==> src/hw/rtl/sobel_edge_magnitude_rgb_assert.svh <==
// Assertion macros for the Sobel edge block.
`ifndef SOBEL_EDGE_MAGNITUDE_RGB_ASSERT_SVH
`define SOBEL_EDGE_MAGNITUDE_RGB_ASSERT_SVH
`ifndef NO_ASSERTIONS
`define SEM_ASSERT(label, clk, rst, prop, msg) \
   label: assert property (@(posedge clk) disable iff (rst) (prop)) else $error(msg);
`define SEM_ASSERT_NEVER(label, clk, rst, cond, msg) \
   label: assert property (@(posedge clk) disable iff (rst) !(cond)) else $error(msg);
`else
`define SEM_ASSERT(label, clk, rst, prop, msg)
`define SEM_ASSERT_NEVER(label, clk, rst, cond, msg)
`endif
`endif

==> src/hw/rtl/sem_pkg.sv <==
// Shared types and constants for the Sobel edge block.
`timescale 1ns / 1ps
package sem_pkg;
   localparam int MAX_WIDTH_DEF = 1024;
   localparam int MAX_HEIGHT_DEF = 1024;
   localparam int DIM_W = 11;
   localparam int PIX_W = 24;
   localparam int SUM_W = 21;
   localparam logic [DIM_W-1:0] WIDTH_RESET = 11'd640;
   localparam logic [DIM_W-1:0] HEIGHT_RESET = 11'd480;
   localparam logic CSR_FRAME_WIDTH = 1'b0;
   localparam logic CSR_FRAME_HEIGHT = 1'b1;
   localparam logic [7:0] EDGE_MAX = 8'd255;

   typedef struct packed {
      logic line_end;
      logic frame_end;
   } job_ctl_type;
endpackage

==> src/hw/rtl/sem_back.sv <==
// Back: per-channel Sobel gradient, squared sum and rounded root.
`timescale 1ns / 1ps
`include "sobel_edge_magnitude_rgb_assert.svh"
module sem_back (
   input  logic clock,
   input  logic reset,
   input  logic job_valid,
   output logic job_stall,
   input  logic [sem_pkg::PIX_W*9-1:0] job_win,
   input  sem_pkg::job_ctl_type job_ctl,
   output logic out_valid,
   input  logic out_stall,
   output logic [7:0] out_blue,
   output logic [7:0] out_green,
   output logic [7:0] out_red,
   output logic out_line_end,
   output logic out_frame_end
);
   import sem_pkg::*;
   typedef enum logic [1:0] {S_IDLE, S_SQ, S_ROOT, S_OUT} state_type;
   state_type state_ff;
   logic [SUM_W-1:0] s_ff [3];
   logic [10:0] ax_ff [3], ay_ff [3];
   logic [8:0] r_ff [3];
   logic [3:0] bit_ff;
   logic le_ff, fe_ff;
   logic [7:0] e_ff [3];
   logic ov_ff;
   logic le_o_ff, fe_o_ff;
   logic fire;

   function automatic logic signed [11:0] px(input logic [PIX_W*9-1:0] w,
                                            input int k, input int ch);
      return 12'(w[k*PIX_W + ch*8 +: 8]);
   endfunction

   assign job_stall = state_ff != S_IDLE;
   // result register is free or drains this cycle
   assign fire = (state_ff == S_OUT) && !(ov_ff && out_stall);

   always_ff @(posedge clock) begin
      if (reset) begin
         state_ff <= S_IDLE;
         ov_ff <= 1'b0;
      end else begin
         if (fire) ov_ff <= 1'b1;
         else if (!out_stall) ov_ff <= 1'b0;
         unique case (state_ff)
            S_IDLE: if (job_valid) begin
               for (int c = 0; c < 3; c++) begin
                  logic signed [11:0] gx, gy;
                  gx = (px(job_win,2,c) + 12'sd2*px(job_win,5,c) + px(job_win,8,c))
                     - (px(job_win,0,c) + 12'sd2*px(job_win,3,c) + px(job_win,6,c));
                  gy = (px(job_win,6,c) + 12'sd2*px(job_win,7,c) + px(job_win,8,c))
                     - (px(job_win,0,c) + 12'sd2*px(job_win,1,c) + px(job_win,2,c));
                  ax_ff[c] <= gx[11] ? 11'(-gx) : 11'(gx);
                  ay_ff[c] <= gy[11] ? 11'(-gy) : 11'(gy);
               end
               le_ff <= job_ctl.line_end;
               fe_ff <= job_ctl.frame_end;
               state_ff <= S_SQ;
            end
            S_SQ: begin
               for (int c = 0; c < 3; c++) begin
                  s_ff[c] <= SUM_W'(32'(ax_ff[c])*32'(ax_ff[c]) + 32'(ay_ff[c])*32'(ay_ff[c]));
                  r_ff[c] <= '0;
               end
               bit_ff <= 4'd8;
               state_ff <= S_ROOT;
            end
            S_ROOT: begin
               // bitwise search for r with r*r - r < s, r <= 511
               for (int c = 0; c < 3; c++) begin
                  logic [8:0] t;
                  t = r_ff[c] | (9'd1 << bit_ff);
                  if (SUM_W'(t)*SUM_W'(t) - SUM_W'(t) < s_ff[c]) r_ff[c] <= t;
               end
               if (bit_ff == '0) state_ff <= S_OUT;
               else bit_ff <= bit_ff - 4'd1;
            end
            S_OUT: if (fire) begin
               for (int c = 0; c < 3; c++)
                  e_ff[c] <= r_ff[c][8] ? EDGE_MAX : r_ff[c][7:0];
               le_o_ff <= le_ff;
               fe_o_ff <= fe_ff;
               state_ff <= S_IDLE;
            end
            default: state_ff <= S_IDLE;
         endcase
      end
   end

   assign out_valid = ov_ff;
   assign out_blue = e_ff[0];
   assign out_green = e_ff[1];
   assign out_red = e_ff[2];
   assign out_line_end = le_o_ff;
   assign out_frame_end = fe_o_ff;

   `SEM_ASSERT(a_fe_le, clock, reset, !(out_valid && out_frame_end && !out_line_end), "frame end without line end")
   `SEM_ASSERT(a_busy, clock, reset, (job_valid && state_ff == S_IDLE) |=> state_ff == S_SQ, "job not taken")
   `SEM_ASSERT(a_hold, clock, reset, (out_valid && out_stall) |=> (out_valid && $stable(out_blue)), "stalled result changed")
endmodule

==> config.mk <==
export PLATFORM = sky130hd
export DESIGN_NAME = sem_back
export DESIGN_NICKNAME = d
export VERILOG_FILES = /design/src/hw/rtl/sem_pkg.sv /design/src/hw/rtl/sem_back.sv
export VERILOG_INCLUDE_DIRS = /design/src /design/src/hw/rtl
export SDC_FILE = /design/constraint.sdc
export NUM_CORES = 2
export LEC_CHECK = 0
export BUFFER_PORTS_ARGS = -buffer_cell sky130_fd_sc_hd__buf_2
export CAP_MARGIN = 20
export CELL_PAD_IN_SITES_DETAIL_PLACEMENT = 1
export CELL_PAD_IN_SITES_GLOBAL_PLACEMENT = 2
export CORE_ASPECT_RATIO = 1.4
export CORE_MARGIN = 8
export CORE_UTILIZATION = 38
export DETAILED_ROUTE_END_ITERATION = 7
export PLACE_DENSITY = 0.78
export SYNTH_ARGS = -nofsm -noshare
export SYNTH_HDL_FRONTEND = slang
export SYNTH_SLANG_ARGS = --single-unit
==> constraint.sdc <==
create_clock -name clock -period 7.31 [get_ports clock]
set_input_delay 0.731 -clock clock [delete_from_list [all_inputs] [get_ports clock]]
set_output_delay 0.731 -clock clock [all_outputs]
set_load 0.01 [all_outputs]
==> results by group <==
Run status
  • Status: complete, but fails checks
  • Failing checks: setup timing

Clocking
  • Clock Latency Late Sink: about 0.53 ns
  • H-tree levels: 4
  • Total CTS buffers: 17
  • Clock buffer depth: 2
  • Post-CTS Hold Buffers: 0
  • CTS tree: built
  • Clk pin slew, worst setup/hold paths: 0.08 ns
  • Root buffer cell: clkbuf_16
  • Clock sinks: 191

Logic synthesis
  • Synth cell types: 73
  • Sequential share of the synthesized area: approximately an eighth
  • Yosys Warn Count: 0
  • Post-Syn Area: between 40000 and 50000 sq um
  • Syn avg cell area: between 9 and 10 sq um
  • Register bit total from synthesis: about 190
  • Main flop type after synthesis: edfxtp_1
  • EDFF count, synth: approximately 190
  • Post-Synthesis Cells: about 4500
  • Post-synth ARST share: 0%

STA
  • Fmax achieved: between 100 and 150 MHz
  • Final WS setup: -0.1153 ns
  • Minimum clock period: approximately 7.4 ns
  • Setup TNS: -2.778 ns
  • Final Skew: roughly 0.028 ns
  • Max Slew Vio Count: 0
  • RSZ-0062 raised after global routing: true
  • Final Hold Fails: 0
  • Worst slew pin tran: 1.001 ns
  • Final worst-path cycle share: 101.6%
  • Slew Limit Headroom: 33.28%
  • Final setup fails: 36
  • Hold slack: around 0.40 ns

Route
  • 1st-pass router iterations: 5
  • Vias/cell: 4.791
  • DR DRC count: 0
  • Routed Antenna Nets: 0
  • Final WL: between 100 and 150 mm
  • Wire per inst: 16.19 um
  • Initial DRC Count: between 800 and 900
  • Vias: ~31000

Placed design
  • GPL Wtd Cong: between 0.8 and 0.9
  • IO Port Bufs: roughly 230
  • HPWL after detailed placement: between 90 and 100 mm

Die
  • Initial Util: 38.10%
  • Die ar.: 125700 sq um
  • Row count: approximately 150
  • Die height: 416.4 um
  • I/O Pins: 250
  • Core Box Area: 114200 sq um
  • Chip Width: 302.0 um

Layout
  • Most frequent cells in the layout: inv_1, fa_1, ha_1
  • Area grow syn2layout: 14.27%
  • Most common cell after layout, fill and taps aside: inv_1
  • Final nets: between 6000 and 7000
  • Layout cells sized above 1: ~15%
  • Filler cells: about 13000

Job
  • Max-cap violation count: 0

Worst setup path
  • Setup crit end kind: register
  • WP data arrival: 7.70 ns
  • Crit path required time: around 7.6 ns
  • Kind of critical path: register to register
  • Top cell by count, worst path: fa_1
  • CP Launch Type: register
  • CP max FO: 7
  • R2r setup slk: -0.12 ns
  • Critical path's largest stage delay: about 0.59 ns
  • Slowest-stage cell, CP: fa_1

Global routing
  • GRT Total Usage: 17.12%
  • GRT Residual Overflow: 0
  • Pin count of the biggest net entering global routing: 66
  • First-pass GRT wire length: between 150 and 200 mm
  • Number of global-route vias before repair: 36000
  • Initial antenna violation count: 5

Hold path
  • Hold crit path type: input port to register
-- synth_stat cells (4+ instances only) --
cell type	n	area share (%)
inv_1	1225	11
fa_1	798	37
ha_1	588	17
nand2_1	256	2.2
nor2_1	225	1.9
edfxtp_1	188	13
and2_1	183	2.6
xnor2_1	155	3.1
a21oi_1	143	1.6
a21o_1	90	1.6
clkbuf_1	81	0.70
xor2_1	77	1.5
o21ai_0	68	0.78
or2_2	40	0.58
nor2b_1	39	0.56
nand2b_1	30	0.43
o21a_1	27	0.47
nand3_1	25	0.29
o21bai_1	24	0.41
a211oi_1	21	0.36
and3_1	19	0.27
nor3_1	14	0.16
o31ai_1	13	0.22
nand4_1	12	0.17
a31oi_1	10	0.14
o211ai_1	9	0.16
or3_1	9	0.13
a211o_1	8	0.16
mux2_2	8	0.21
nor3b_1	8	0.14
a221oi_1	7	0.14
a2111oi_0	6	0.12
nand3b_1	5	0.086
a21boi_0	4	0.069
mux2i_1	4	0.092
-- layout make-up --
cell class	count	area, sq um	share of cell area [%]
Clock buffer	18	429.2	0.8632
Multi-Input combinational cell	2984	33830	68.05
Sequential cell	191	5705	11.48
Timing Repair Buffer	462	3078	6.191
Antenna cell	3	7.507	0.01510
Clock inverter	14	191.4	0.3850
Inverter	1227	4612	9.276
Tap cell	1490	1864	3.750
-- metal layers --
layer  track usage, %  wire (um)  part of all wire [%]
met1            18.86      40270                    39
met2            33.56      57920                    56
met3            2.306       2632                   2.5
met4            4.924       2541                   2.5
met5                0         38                 0.037
-- metrics by stage --
stage / instance area, sq um / worst slack [ns] / instances / utilization [%]
2_1_floorplan: 43540 / 0.01543 / 4484 / -
3_3_place_gp: 47750 / -0.4529 / 6315 / 41.81
3_5_place_dp: 47750 / -0.5369 / 6315 / 41.81
4_1_cts: 49010 / -0.06629 / 6366 / 42.91
5_1_grt: 49720 / -0.4203 / 6387 / 43.53
6_report: 49720 / -0.1153 / 6389 / 43.53
-- critical path, delay by kind of cell, from the launching register on --
kind,cells,cell delay (ns)
flip-flops,1,0.48
XOR/XNOR,1,0.21
buffers and inverters,8,0.90
AO/OA/AOI/OAI,7,1.30
adder cells (fa/ha/maj),8,3.19
AND/OR/NAND/NOR,8,1.09
-- flip-flops by register name, summed over array words and instances, names as in the netlist --
name	flops
le_ff	1
out_frame_end	1
fe_ff	1
out_valid	1
bit_ff	4
e_ff	24
out_line_end	1
state_ff	2
ax_ff	33
r_ff	27
ay_ff	33
s_ff	63
-- worst paths after layout --
path              start      endpoint  cells after the start
min          job_ctl[1]         le_ff                      1
max           bit_ff[0]   r_ff[0][17]                     32
max reg2reg   bit_ff[0]   r_ff[0][17]                     32
min reg2reg       le_ff  out_line_end                      0
-- logic make-up after synthesis --
family	Yosys count	share of synthesized area, %
AND/OR/NAND/NOR	881	9.923
other	2	0.01726
buffers and inverters	1311	11.33
AO/OA/AOI/OAI	464	7.028
XOR/XNOR	232	4.670
flip-flops	191	13.11
multiplexers	12	0.2991
adder cells (fa/ha/maj)	1386	53.62
-- timing repair --
action	CTS	global route
cloned	2	4
hold endpoints to repair	0	0
setup endpoints to repair	54	55
pin swaps	42	80
resized for setup	101	141
buffers inserted	18	18
Power is left out: the tool's default activity adds up to more than one toggle a clock period on the data nets, which glitch-free logic cannot reach.
